[src/rtl/fkdr_pkg.sv]
package fkdr_pkg;

  // Default structure parameters.
  localparam int TIME_BITS_DEF  = 32;
  localparam int MODE_COUNT_DEF = 3;

  // Field widths.
  localparam int NKEYS      = 4;
  localparam int NOW_BITS   = 32;
  localparam int CODE_BITS  = 7;
  localparam int MODE_BITS  = 2;
  localparam int KEY_BITS   = 2;
  localparam int DEB_BITS   = 10;
  localparam int HOLD_BITS  = 14;
  localparam int CFG_IDX_BITS  = 2;
  localparam int CFG_DATA_BITS = 14;

  // Register indexes of the configuration port.
  localparam logic [CFG_IDX_BITS-1:0] CFG_DEBOUNCE     = 2'd0;
  localparam logic [CFG_IDX_BITS-1:0] CFG_REPEAT_FIRST = 2'd1;
  localparam logic [CFG_IDX_BITS-1:0] CFG_REPEAT_INTVL = 2'd2;
  localparam logic [CFG_IDX_BITS-1:0] CFG_CHORD_HOLD   = 2'd3;

  // Register reset values.
  localparam logic [DEB_BITS-1:0]  DEBOUNCE_RST     = 10'd16;
  localparam logic [HOLD_BITS-1:0] REPEAT_FIRST_RST = 14'd400;
  localparam logic [HOLD_BITS-1:0] REPEAT_INTVL_RST = 14'd150;
  localparam logic [HOLD_BITS-1:0] CHORD_HOLD_RST   = 14'd400;

  // Key positions and modes.
  localparam logic [KEY_BITS-1:0]  KEY_UP    = 2'd0;
  localparam logic [KEY_BITS-1:0]  KEY_DOWN  = 2'd1;
  localparam logic [KEY_BITS-1:0]  KEY_LEFT  = 2'd2;
  localparam logic [KEY_BITS-1:0]  KEY_RIGHT = 2'd3;
  localparam logic [MODE_BITS-1:0] MODE_POSITION = 2'd0;
  localparam logic [MODE_BITS-1:0] MODE_SIZE     = 2'd1;
  localparam logic [MODE_BITS-1:0] MODE_BORDER   = 2'd2;

  // Timing registers as seen by the key and chord logic.
  typedef struct packed {
    logic [DEB_BITS-1:0]  debounce;
    logic [HOLD_BITS-1:0] repeat_first;
    logic [HOLD_BITS-1:0] repeat_intvl;
    logic [HOLD_BITS-1:0] chord_hold;
  } cfg_t;

  // Per-key status for the current word.
  typedef struct packed {
    logic pressed_nxt;
    logic fire;
  } key_stat_t;

  // Command character for a mode and a key; the unused mode code acts as position.
  function automatic logic [CODE_BITS-1:0] cmd_code(input logic [MODE_BITS-1:0] mode,
                                                    input logic [KEY_BITS-1:0] key);
    logic [CODE_BITS-1:0] code;
    code = 7'h2A;
    unique case ({mode, key})
      {MODE_SIZE, KEY_UP}      : code = 7'h34; // '4'
      {MODE_SIZE, KEY_DOWN}    : code = 7'h35; // '5'
      {MODE_SIZE, KEY_LEFT}    : code = 7'h68; // 'h'
      {MODE_SIZE, KEY_RIGHT}   : code = 7'h7A; // 'z'
      {MODE_BORDER, KEY_UP}    : code = 7'h43; // 'C'
      {MODE_BORDER, KEY_DOWN}  : code = 7'h44; // 'D'
      {MODE_BORDER, KEY_LEFT}  : code = 7'h42; // 'B'
      {MODE_BORDER, KEY_RIGHT} : code = 7'h41; // 'A'
      default: begin
        unique case (key)
          KEY_UP   : code = 7'h2A; // '*'
          KEY_DOWN : code = 7'h2F; // '/'
          KEY_LEFT : code = 7'h37; // '7'
          default  : code = 7'h36; // '6'
        endcase
      end
    endcase
    return code;
  endfunction

endpackage

[src/rtl/fkdr_key.sv]
module fkdr_key #(
  parameter int TIME_BITS = fkdr_pkg::TIME_BITS_DEF
) (
  input  logic                 clk,
  input  logic                 rst_n,
  input  logic                 adv,
  input  logic                 level_down,
  input  logic [TIME_BITS-1:0] now,
  input  logic                 suppress,
  input  fkdr_pkg::cfg_t       cfg,
  output fkdr_pkg::key_stat_t  stat
);

  logic                 pressed_r, pressed_nxt;
  logic                 armed_r, armed_nxt;
  logic                 frd_r, frd_nxt;
  logic                 frd_deb;
  logic [TIME_BITS-1:0] start_r, start_nxt;
  logic [TIME_BITS-1:0] lct_r, lct_nxt;
  logic [TIME_BITS-1:0] change_el;
  logic [TIME_BITS-1:0] cmd_el;
  logic                 just;
  logic                 fire;

  assign change_el = now - start_r;

  // Debounce: a differing raw level must persist for the debounce time.
  always_comb begin
    pressed_nxt = pressed_r;
    armed_nxt   = armed_r;
    start_nxt   = start_r;
    frd_deb     = frd_r;
    just        = 1'b0;
    if (level_down != pressed_r) begin
      if (!armed_r) begin
        armed_nxt = 1'b1;
        start_nxt = now;
      end else if (change_el >= TIME_BITS'(cfg.debounce)) begin
        pressed_nxt = level_down;
        armed_nxt   = 1'b0;
        if (level_down) begin
          just    = 1'b1;
          frd_deb = 1'b0;
        end
      end
    end else begin
      armed_nxt = 1'b0;
    end
    if (!pressed_nxt) begin
      frd_deb = 1'b0;
    end
  end

  // Press command and auto-repeat timing.
  always_comb begin
    frd_nxt = frd_deb;
    lct_nxt = just ? now : lct_r;
    cmd_el  = now - lct_nxt;
    fire    = just && !suppress;
    if (pressed_nxt && !suppress) begin
      if (!frd_deb && cmd_el >= TIME_BITS'(cfg.repeat_first)) begin
        fire    = 1'b1;
        lct_nxt = now;
        frd_nxt = 1'b1;
      end else if (frd_deb && cmd_el >= TIME_BITS'(cfg.repeat_intvl)) begin
        fire    = 1'b1;
        lct_nxt = now;
      end
    end
  end

  assign stat.pressed_nxt = pressed_nxt;
  assign stat.fire        = fire;

  // Control state.
  always_ff @(posedge clk) begin
    if (!rst_n) begin
      pressed_r <= 1'b0;
      armed_r   <= 1'b0;
      frd_r     <= 1'b0;
    end else if (adv) begin
      pressed_r <= pressed_nxt;
      armed_r   <= armed_nxt;
      frd_r     <= frd_nxt;
    end
  end

  // Time stamps are only read once their flags say they were written.
  always_ff @(posedge clk) begin
    if (adv) begin
      start_r <= start_nxt;
      lct_r   <= lct_nxt;
    end
  end

endmodule

[src/rtl/four_key_debounce_repeat_chord_core.sv]
// Flow: an accepted word waits in the input register; once the result register can
// take it, its result word is written there and offered on out_valid.
// Throughput: one word per cycle while out_stall is low; the input register and the
// result register let a new word enter while the previous result waits on out_stall.
// Reset (synchronous, rst_n low): keys released, timers disarmed, mode position,
// timing registers back to 16, 400, 150 and 400 ms, both registers emptied.
module four_key_debounce_repeat_chord_core #(
  parameter int TIME_BITS  = fkdr_pkg::TIME_BITS_DEF,
  parameter int MODE_COUNT = fkdr_pkg::MODE_COUNT_DEF
) (
  input  logic                                 clk,
  input  logic                                 rst_n,
  input  logic                                 in_valid,
  output logic                                 in_stall,
  input  logic [fkdr_pkg::NKEYS-1:0]           in_raw_key_levels,
  input  logic [fkdr_pkg::NOW_BITS-1:0]        in_now_ms,
  input  logic                                 in_serial_target_idle,
  input  logic                                 in_user_target_idle,
  output logic                                 out_valid,
  input  logic                                 out_stall,
  output logic                                 out_command_valid,
  output logic [fkdr_pkg::CODE_BITS-1:0]       out_command_code,
  output logic                                 out_command_to_user,
  output logic [fkdr_pkg::MODE_BITS-1:0]       out_control_mode,
  output logic [fkdr_pkg::NKEYS-1:0]           out_debounced_keys,
  input  logic                                 cfg_valid,
  output logic                                 cfg_ready,
  input  logic [fkdr_pkg::CFG_IDX_BITS-1:0]    cfg_index,
  input  logic [fkdr_pkg::CFG_DATA_BITS-1:0]   cfg_data
);

  localparam int MODE_LAST_I = MODE_COUNT - 1;
  localparam logic [fkdr_pkg::MODE_BITS-1:0] MODE_LAST =
    MODE_LAST_I[fkdr_pkg::MODE_BITS-1:0];

  fkdr_pkg::cfg_t                      cfg_r;
  logic                                in_vld_r;
  logic [fkdr_pkg::NKEYS-1:0]          in_levels_r;
  logic [TIME_BITS-1:0]                in_now_r;
  logic                                in_sidle_r;
  logic                                in_uidle_r;
  logic                                adv;
  logic                                in_acc;
  fkdr_pkg::key_stat_t [fkdr_pkg::NKEYS-1:0] stat;
  logic [fkdr_pkg::NKEYS-1:0]          pressed_nxt;
  logic [fkdr_pkg::NKEYS-1:0]          fire;
  logic                                chord;
  logic                                chord_armed_r, chord_armed_nxt;
  logic                                chord_fired_r, chord_fired_nxt;
  logic [TIME_BITS-1:0]                chord_start_r, chord_start_nxt;
  logic [TIME_BITS-1:0]                chord_el;
  logic [fkdr_pkg::MODE_BITS-1:0]      mode_r, mode_nxt;
  logic                                to_user;
  logic                                target_idle;
  logic                                cmd_vld;
  logic [fkdr_pkg::KEY_BITS-1:0]       cmd_key;
  logic                                out_vld_r;
  logic                                out_cmd_vld_r;
  logic [fkdr_pkg::CODE_BITS-1:0]      out_code_r;
  logic                                out_user_r;
  logic [fkdr_pkg::MODE_BITS-1:0]      out_mode_r;
  logic [fkdr_pkg::NKEYS-1:0]          out_keys_r;

  // Handshake: the work stage advances when the result register can take a word.
  assign adv      = in_vld_r && (!out_vld_r || !out_stall);
  assign in_stall = in_vld_r && !adv;
  assign in_acc   = in_valid && !in_stall;
  assign cfg_ready = 1'b1;

  // Timing registers.
  always_ff @(posedge clk) begin
    if (!rst_n) begin
      cfg_r.debounce     <= fkdr_pkg::DEBOUNCE_RST;
      cfg_r.repeat_first <= fkdr_pkg::REPEAT_FIRST_RST;
      cfg_r.repeat_intvl <= fkdr_pkg::REPEAT_INTVL_RST;
      cfg_r.chord_hold   <= fkdr_pkg::CHORD_HOLD_RST;
    end else if (cfg_valid && cfg_ready) begin
      unique case (cfg_index)
        fkdr_pkg::CFG_DEBOUNCE     : cfg_r.debounce <= cfg_data[fkdr_pkg::DEB_BITS-1:0];
        fkdr_pkg::CFG_REPEAT_FIRST : cfg_r.repeat_first <= cfg_data;
        fkdr_pkg::CFG_REPEAT_INTVL : cfg_r.repeat_intvl <= cfg_data;
        fkdr_pkg::CFG_CHORD_HOLD   : cfg_r.chord_hold <= cfg_data;
      endcase
    end
  end

  // Input register.
  always_ff @(posedge clk) begin
    if (!rst_n) begin
      in_vld_r <= 1'b0;
    end else if (in_acc) begin
      in_vld_r <= 1'b1;
    end else if (adv) begin
      in_vld_r <= 1'b0;
    end
  end

  always_ff @(posedge clk) begin
    if (in_acc) begin
      in_levels_r <= in_raw_key_levels;
      in_now_r    <= TIME_BITS'(in_now_ms);
      in_sidle_r  <= in_serial_target_idle;
      in_uidle_r  <= in_user_target_idle;
    end
  end

  // One debounce and repeat unit per key; LEFT and RIGHT are muted while chorded.
  for (genvar k = 0; k < fkdr_pkg::NKEYS; k++) begin : g_key
    logic suppress;
    assign suppress = chord &&
      ((k == int'(fkdr_pkg::KEY_LEFT)) || (k == int'(fkdr_pkg::KEY_RIGHT)));
    fkdr_key #(
      .TIME_BITS(TIME_BITS)
    ) u_key (
      .clk        (clk),
      .rst_n      (rst_n),
      .adv        (adv),
      .level_down (!in_levels_r[k]),
      .now        (in_now_r),
      .suppress   (suppress),
      .cfg        (cfg_r),
      .stat       (stat[k])
    );
    assign pressed_nxt[k] = stat[k].pressed_nxt;
    assign fire[k]        = stat[k].fire;
  end

  // Chord timer and mode stepping.
  assign chord    = pressed_nxt[fkdr_pkg::KEY_LEFT] && pressed_nxt[fkdr_pkg::KEY_RIGHT];
  assign chord_el = in_now_r - chord_start_r;

  always_comb begin
    chord_armed_nxt = chord_armed_r;
    chord_fired_nxt = chord_fired_r;
    chord_start_nxt = chord_start_r;
    mode_nxt        = mode_r;
    if (chord) begin
      if (!chord_armed_r) begin
        chord_armed_nxt = 1'b1;
        chord_start_nxt = in_now_r;
        chord_fired_nxt = 1'b0;
      end else if (!chord_fired_r && chord_el >= TIME_BITS'(cfg_r.chord_hold)) begin
        mode_nxt        = (mode_r >= MODE_LAST) ? fkdr_pkg::MODE_POSITION
                                                : mode_r + 1'b1;
        chord_fired_nxt = 1'b1;
      end
    end else begin
      chord_armed_nxt = 1'b0;
      chord_fired_nxt = 1'b0;
    end
  end

  // Target selection and first firing key in UP, DOWN, LEFT, RIGHT order.
  assign to_user     = (mode_nxt == fkdr_pkg::MODE_BORDER);
  assign target_idle = to_user ? in_uidle_r : in_sidle_r;
  assign cmd_vld     = (|fire) && target_idle;

  always_comb begin
    priority if (fire[fkdr_pkg::KEY_UP]) begin
      cmd_key = fkdr_pkg::KEY_UP;
    end else if (fire[fkdr_pkg::KEY_DOWN]) begin
      cmd_key = fkdr_pkg::KEY_DOWN;
    end else if (fire[fkdr_pkg::KEY_LEFT]) begin
      cmd_key = fkdr_pkg::KEY_LEFT;
    end else begin
      cmd_key = fkdr_pkg::KEY_RIGHT;
    end
  end

  // Chord and mode control state.
  always_ff @(posedge clk) begin
    if (!rst_n) begin
      chord_armed_r <= 1'b0;
      chord_fired_r <= 1'b0;
      mode_r        <= fkdr_pkg::MODE_POSITION;
    end else if (adv) begin
      chord_armed_r <= chord_armed_nxt;
      chord_fired_r <= chord_fired_nxt;
      mode_r        <= mode_nxt;
    end
  end

  always_ff @(posedge clk) begin
    if (adv) begin
      chord_start_r <= chord_start_nxt;
    end
  end

  // Result register.
  always_ff @(posedge clk) begin
    if (!rst_n) begin
      out_vld_r <= 1'b0;
    end else if (adv) begin
      out_vld_r <= 1'b1;
    end else if (!out_stall) begin
      out_vld_r <= 1'b0;
    end
  end

  always_ff @(posedge clk) begin
    if (adv) begin
      out_cmd_vld_r <= cmd_vld;
      out_code_r    <= cmd_vld ? fkdr_pkg::cmd_code(mode_nxt, cmd_key) : '0;
      out_user_r    <= cmd_vld && to_user;
      out_mode_r    <= mode_nxt;
      out_keys_r    <= pressed_nxt;
    end
  end

  assign out_valid           = out_vld_r;
  assign out_command_valid   = out_cmd_vld_r;
  assign out_command_code    = out_code_r;
  assign out_command_to_user = out_user_r;
  assign out_control_mode    = out_mode_r;
  assign out_debounced_keys  = out_keys_r;

endmodule

[config.mk]
export PLATFORM = sky130hd
export DESIGN_NAME = four_key_debounce_repeat_chord_core
export DESIGN_NICKNAME = d
export VERILOG_FILES = /design/src/rtl/fkdr_pkg.sv /design/src/rtl/fkdr_key.sv /design/src/rtl/four_key_debounce_repeat_chord_core.sv
export SDC_FILE = /design/constraint.sdc
export NUM_CORES = 1
export LEC_CHECK = 0
export ABC_AREA = 1
export BUFFER_PORTS_ARGS = -buffer_cell sky130_fd_sc_hd__clkbuf_2
export CAP_MARGIN = 20
export CORE_ASPECT_RATIO = 1.4
export CORE_UTILIZATION = 55
export DETAILED_ROUTE_END_ITERATION = 10
export PLACE_DENSITY = 0.81
export SYNTH_ARGS = -nofsm -noshare
export SYNTH_HDL_FRONTEND = slang
export SYNTH_SLANG_ARGS = --single-unit
[constraint.sdc]
create_clock -name clk -period 21.4 [get_ports clk]
set_input_delay 5.35 -clock clk [delete_from_list [all_inputs] [get_ports clk]]
set_output_delay 5.35 -clock clk [all_outputs]
set_load 0.005 [all_outputs]
# Word level (Yosys, flattened, before mapping)
# Cells that the tools add are included.
dict set report totals {
  output_inout_bits 18
  elab_cells 250
  register_bits 411
  input_bits 59
}
dict set report classes {
  magnitude_cmp 14
  eq_ne 20
  n_reduce_logical 48
  muxes 114
  addsub 10
  bitwise 5
}
# op n
set op_table {}
lappend op_table {{$mux 32} 16}
lappend op_table {{$ge 32x14->1} 9}
lappend op_table {{$sub 32x32->32} 9}
lappend op_table {{$ge 32x10->1} 4}
lappend op_table {{$mux 1} 90}
lappend op_table {{$pmux 7 s8} 1}
lappend op_table {{$logic_and 1x1->1} 19}
lappend op_table {{$eq 4x3->1 const B} 4}
lappend op_table {{$eq 4x4->1 const B} 4}
lappend op_table {{$pmux 5 s3} 1}
lappend op_table {{$reduce_and 3->1} 5}
lappend op_table {{$logic_not 1->1} 14}
lappend op_table {{$mux 2} 6}
lappend op_table {{$reduce_and 2->1} 5}
lappend op_table {{$eq 2x2->1 const B} 4}
lappend op_table {{$not 1->1} 5}
lappend op_table {{$eq 2x1->1 const B} 2}
lappend op_table {{$logic_not 2->1} 2}
lappend op_table {{$ne 1x1->1} 4}
lappend op_table {{$reduce_or 4->1} 1}
lappend op_table {{$ne 3x3->1 const B} 1}
lappend op_table {{$add 2x1->2 const B} 1}
lappend op_table {{$ge 2x2->1 const B} 1}
lappend op_table {{$ne 2x1->1 const B} 1}
lappend op_table {{2 further kinds} 2}

# Longest topological paths before layout
dict set report depth {
  word_depth 18
  ltp_mapped 65
  ltp_nobuf 62
}

# Cells and area by module
# A second synthesis with hierarchy kept.
dict set report hier_totals {
  hier_cells 6628
  area_unflattened_um2 42722.2
}
# mod seq_area_each_um2 instances area_per_inst_um2 cells_per_inst
set modules_own_cells {}
lappend modules_own_cells {{fkdr_key (g_key[0].u_key ...)} 1981.9 3 8644.5 1387}
lappend modules_own_cells {{fkdr_key (g_key[1].u_key)} 1981.9 1 8903.5 1448}
lappend modules_own_cells {four_key_debounce_repeat_chord_core 3713.6 1 7885.1 1019}

# Least setup slack after synthesis
# Ideal clock, no wire load.
dict set report synth_timing {
  kind {input-to-reg}
  from {input port out_stall}
  to {register g_key[0].u_key.start_r[0] (enable)}
  setup_time_ps 421
  arrival_time_ps 11676
  path_slack_ps 9303
  required_time_ps 20979
  path_stages 6
  n_path_buf 1
  cell_sequence {nand2_1 inv_1 nor2_1 clkbuf_1 nand3_1 nor2_1}
}
dict set report synth_via {
  elab_chain_cells 4
}
# item line
set synth_rtl {}
lappend synth_rtl {{start: declaration} four_key_debounce_repeat_chord_core.sv:20} ;# input logic out_stall,
lappend synth_rtl {{$logic_not 1->1} n/a}
lappend synth_rtl {{$logic_or 1x1->1} four_key_debounce_repeat_chord_core.sv:65} ;# assign adv = in_vld_r && (!out_vld_r || !out_stall);
lappend synth_rtl {{$logic_and 1x1->1} four_key_debounce_repeat_chord_core.sv:65}
lappend synth_rtl {{named net adv} four_key_debounce_repeat_chord_core.sv:42} ;# logic adv;
lappend synth_rtl {{$reduce_and 3->1 (no line)} n/a}
lappend synth_rtl {{end signal: assignment} fkdr_key.sv:91} ;# start_r <= start_nxt;
lappend synth_rtl {{end: declaration} fkdr_key.sv:18} ;# logic [TIME_BITS-1:0] start_r, start_nxt;
# The timed path passes the listed nets, and every way through them passes these cells.
# A chain may end at the register's enable or synchronous reset.

# Worst setup path after layout
dict set report layout_timing {
  from {input port out_stall}
  to {output port in_stall}
}
dict set report layout_via {
  elab_chain_cells 5
}
# item line
set layout_rtl {}
lappend layout_rtl {{$logic_not 1->1} n/a}
lappend layout_rtl {{$logic_or 1x1->1} four_key_debounce_repeat_chord_core.sv:65}
lappend layout_rtl {{$logic_and 1x1->1} four_key_debounce_repeat_chord_core.sv:65}
lappend layout_rtl {{$logic_not 1->1} four_key_debounce_repeat_chord_core.sv:66} ;# assign in_stall = in_vld_r && !adv;
lappend layout_rtl {{$logic_and 1x1->1} four_key_debounce_repeat_chord_core.sv:66}
lappend layout_rtl {{end: declaration} four_key_debounce_repeat_chord_core.sv:14} ;# output logic in_stall,
# No other way between the ends.

==> results.md <==
* Status: finished clean
* Total negative setup slack at 0 ns
* Setup CP Type: input pin to primary output
* CP Data Required Time at about 16 ns
* Final ANT Viol Nets at 0
* Syn Std Cell Area at 38200 µm²
* Clock latency on the worst-skew pair at 0.61 ns
* DR vias at around 36000
* Post-CTS Setup Repair Bufs at 0
* Mapped Avg Cell Area at 7.13 µm²
* Initial DRC Count at 3036
* Relative slew slack at 25.7%
* Placed inst area at 39700 µm²
* Final nets at 5968
* TritonCTS buffer count at 44
* Grt ovf at 0
* Max Cap Viol at 0
* HP Class: register to register
* Simple-gate portion of the synthesized area at between 20% and 30%
* CP max FO at 3
* GRT Util Overall at 33.8%
* Routed len/inst at 18.6 µm
* Critical Path Start: out_stall
* Leak pwr at 20.0 nW
* Synth Area in Adders at 15.0%
* Die Y at 314 µm
* Final wirelength at 119 mm
* Initial antenna violation count at 3
* Hold Buf Count CTS at 0
* Root buffer cell: clkbuf_16
* Min-delay src: cfg_r[5]
* Tightest Pin Transition at 1.10 ns
* First-pass GRT wire length at 184 mm
* Synth Register Bits at 411
* Reg2reg setup slack at 10.76 ns
* Area Overhead vs Synth at 7.77%
* Reg2reg start: in_now_r[1]
* Post-detail-place hpwl at 91.6 mm
* Worst Reg-to-Reg Cells at 60
* Arrival time at the worst endpoint at 5.77 ns
* Vias per cell at roughly 5.7
* Final setup viols at 0
* IO buf count at 75
* CTS sink count at roughly 400
* Max Buffers Root-to-Sink at 3
* CORE AREA at around 68000 µm²
* DR pass1 iterations at 8
* Post_cts resized at 0
* Post-synthesis compound-gate area fraction at 15.2%
* Cells on Worst Hold Path at 2
* Row count at 113
* Main flop type after synthesis: edfxtp_1
* Pwr dens at 63.1 nW/µm²
* Ys async rst share at 0%
* FILL cells at between 6000 and 7000
* Final hold violation count at 0
* Number of global-route vias before repair at 35000
* Post-synth EDFFs at 341
* Synthesized Nets at about 5900
* Largest family of logic cells by synthesized area: simple AND/OR/NAND/NOR gates
* Post-synthesis cell count at approximately 5400
* Clock slew at reported path FFs at ~0.06 ns
* Max Slew Vio Count at 0
* Post-synthesis xor/xnor area fraction at about 3.8%
* GPL Wtd Cong at 1.01
* CP Launch Type: input pin
* Max VDD drop at 0.0510 mV
* Max Clock Skew at between 0.02 and 0.025 ns
* DR DRC count at 0
* Largest net degree at the start of global routing at 157
* Post-synth cell types at 64
* CTS tree: yes
* RSZ-0062 raised after global routing: false
* Setup crit end kind: primary output
* Post-route clock period utilization at 52.0%
* I/O pins at 77
* Period minus WS final at 11.12 ns
* Layout cells sized above 1 at about 6.2%
* Initial core utilization at 55.9%
* Mux cell area share after synthesis at 0%
* # diodes at 0
* Die Wd at 225 µm
* Final Power at approximately 0.0026 W
* YS warnings at 0
* Fmax at 0.0899 GHz
* Sequential element share of the synthesized area at 30.5%
* Die footprint at 70500 µm²
* H-tree depth at 2
* Design area at 41100 µm²
## report_power, final
group          switching [W]  internal, W  total, W
sequential         0.0000137     0.000913  0.000926
combinational       0.000589     0.000311  0.000901
clock               0.000350     0.000418  0.000768
total               0.000953      0.00164   0.00259
## state kept, by name, summed over array words and instances, names as in the netlist
name                   flops
out_control_mode           2
in_sidle_r                 1
chord_fired_r              1
g_key.u_key.pressed_r      4
in_levels_r                4
out_command_to_user        1
cfg_r                     52
out_command_valid          1
g_key.u_key.frd_r          4
out_debounced_keys         4
chord_armed_r              1
chord_start_r             32
in_vld_r                   1
g_key.u_key.lct_r        128
in_now_r                  32
mode_r                     2
g_key.u_key.start_r      128
in_uidle_r                 1
g_key.u_key.armed_r        4
out_valid                  1
out_command_code           7
## cells in the final DEF, fill, tap and decap left out, types with 22 or more instances in the layout
cell type,netlist,routed
a21oi_1,459,459
a21oi_2,23,23
buf_4,12,58
clkbuf_16,0,45
clkbuf_2,0,77
dfxtp_1,70,70
edfxtp_1,341,341
ha_1,442,442
inv_1,866,865
nand2_1,1391,1390
nand2_2,22,23
nand3_1,238,237
nand3b_1,32,32
nand4_1,63,63
nor2_1,474,471
nor3_1,65,62
o211ai_1,22,22
o21a_1,39,39
o21ai_0,323,323
o21ai_2,24,24
xnor2_1,56,56
xor2_1,109,109
## through the flow
stage	utilization (%)	worst slack [ns]	hold WS, ns	instances
3_5_place_dp	58.2	10.28	0.458	6332
3_3_place_gp	58.2	10.28	0.448	6332
2_1_floorplan	-	9.30	0.435	5355
4_1_cts	60.2	10.28	0.470	6413
5_1_grt	60.2	9.85	0.499	6413
6_report	60.2	10.28	0.470	6413
## cell type report
type	instances	area [µm²]	area share [%]
inverter	872	3280	7.97
timing repair buffer	134	831	2.02
clock inverter	29	228	0.554
tap	920	1150	2.80
clock buffer	52	1160	2.83
multi-input combinational	3995	22800	55.5
sequential	411	11600	28.3
## path summary, 6_finish.rpt
check                              to
setup / recovery             in_stall
hold / removal               cfg_r[5]
setup reg to reg  out_command_code[4]
hold reg to reg              cfg_r[5]
## critical path, cell delays in order
cell and delay (ns):
clkbuf_2 0.08, nand2_1 0.08, nor2_1 0.13, clkbuf_2 0.13
## routing by layer
metal	track usage (%)	share of wire (%)	vias to the layer above
met5	0	0.0092	-
met4	30.2	10	2
met3	4.75	6.5	542
met2	58.5	47	1440
met1	35.7	36	16500
li1	-	-	18000
## kinds of logic (layout without fill, tap and decap cells)
logic type / after synthesis / in the layout
flip-flops: 411 / 411
XOR/XNOR: 165 / 165
buffers and inverters: 949 / 1087
other: 1 / 1
AO/OA/AOI/OAI: 1026 / 1026
adder cells (fa/ha/maj): 451 / 451
AND/OR/NAND/NOR: 2352 / 2352
## cell usage after synthesis, drive strengths merged, types with 66 or more instances
| library cell | n | share of area (%) |
|---|---|---|
| a21oi | 483 | 6.6 |
| dfxtp | 70 | 3.7 |
| edfxtp | 341 | 27 |
| ha | 442 | 14 |
| inv | 869 | 8.6 |
| nand2 | 1415 | 14 |
| nand3 | 253 | 3.5 |
| nand4 | 66 | 1.2 |
| nor2 | 485 | 4.8 |
| nor3 | 71 | 1.0 |
| o21ai | 367 | 5.0 |
| xor2 | 109 | 2.5 |
(Power assumes the default switching activity.)
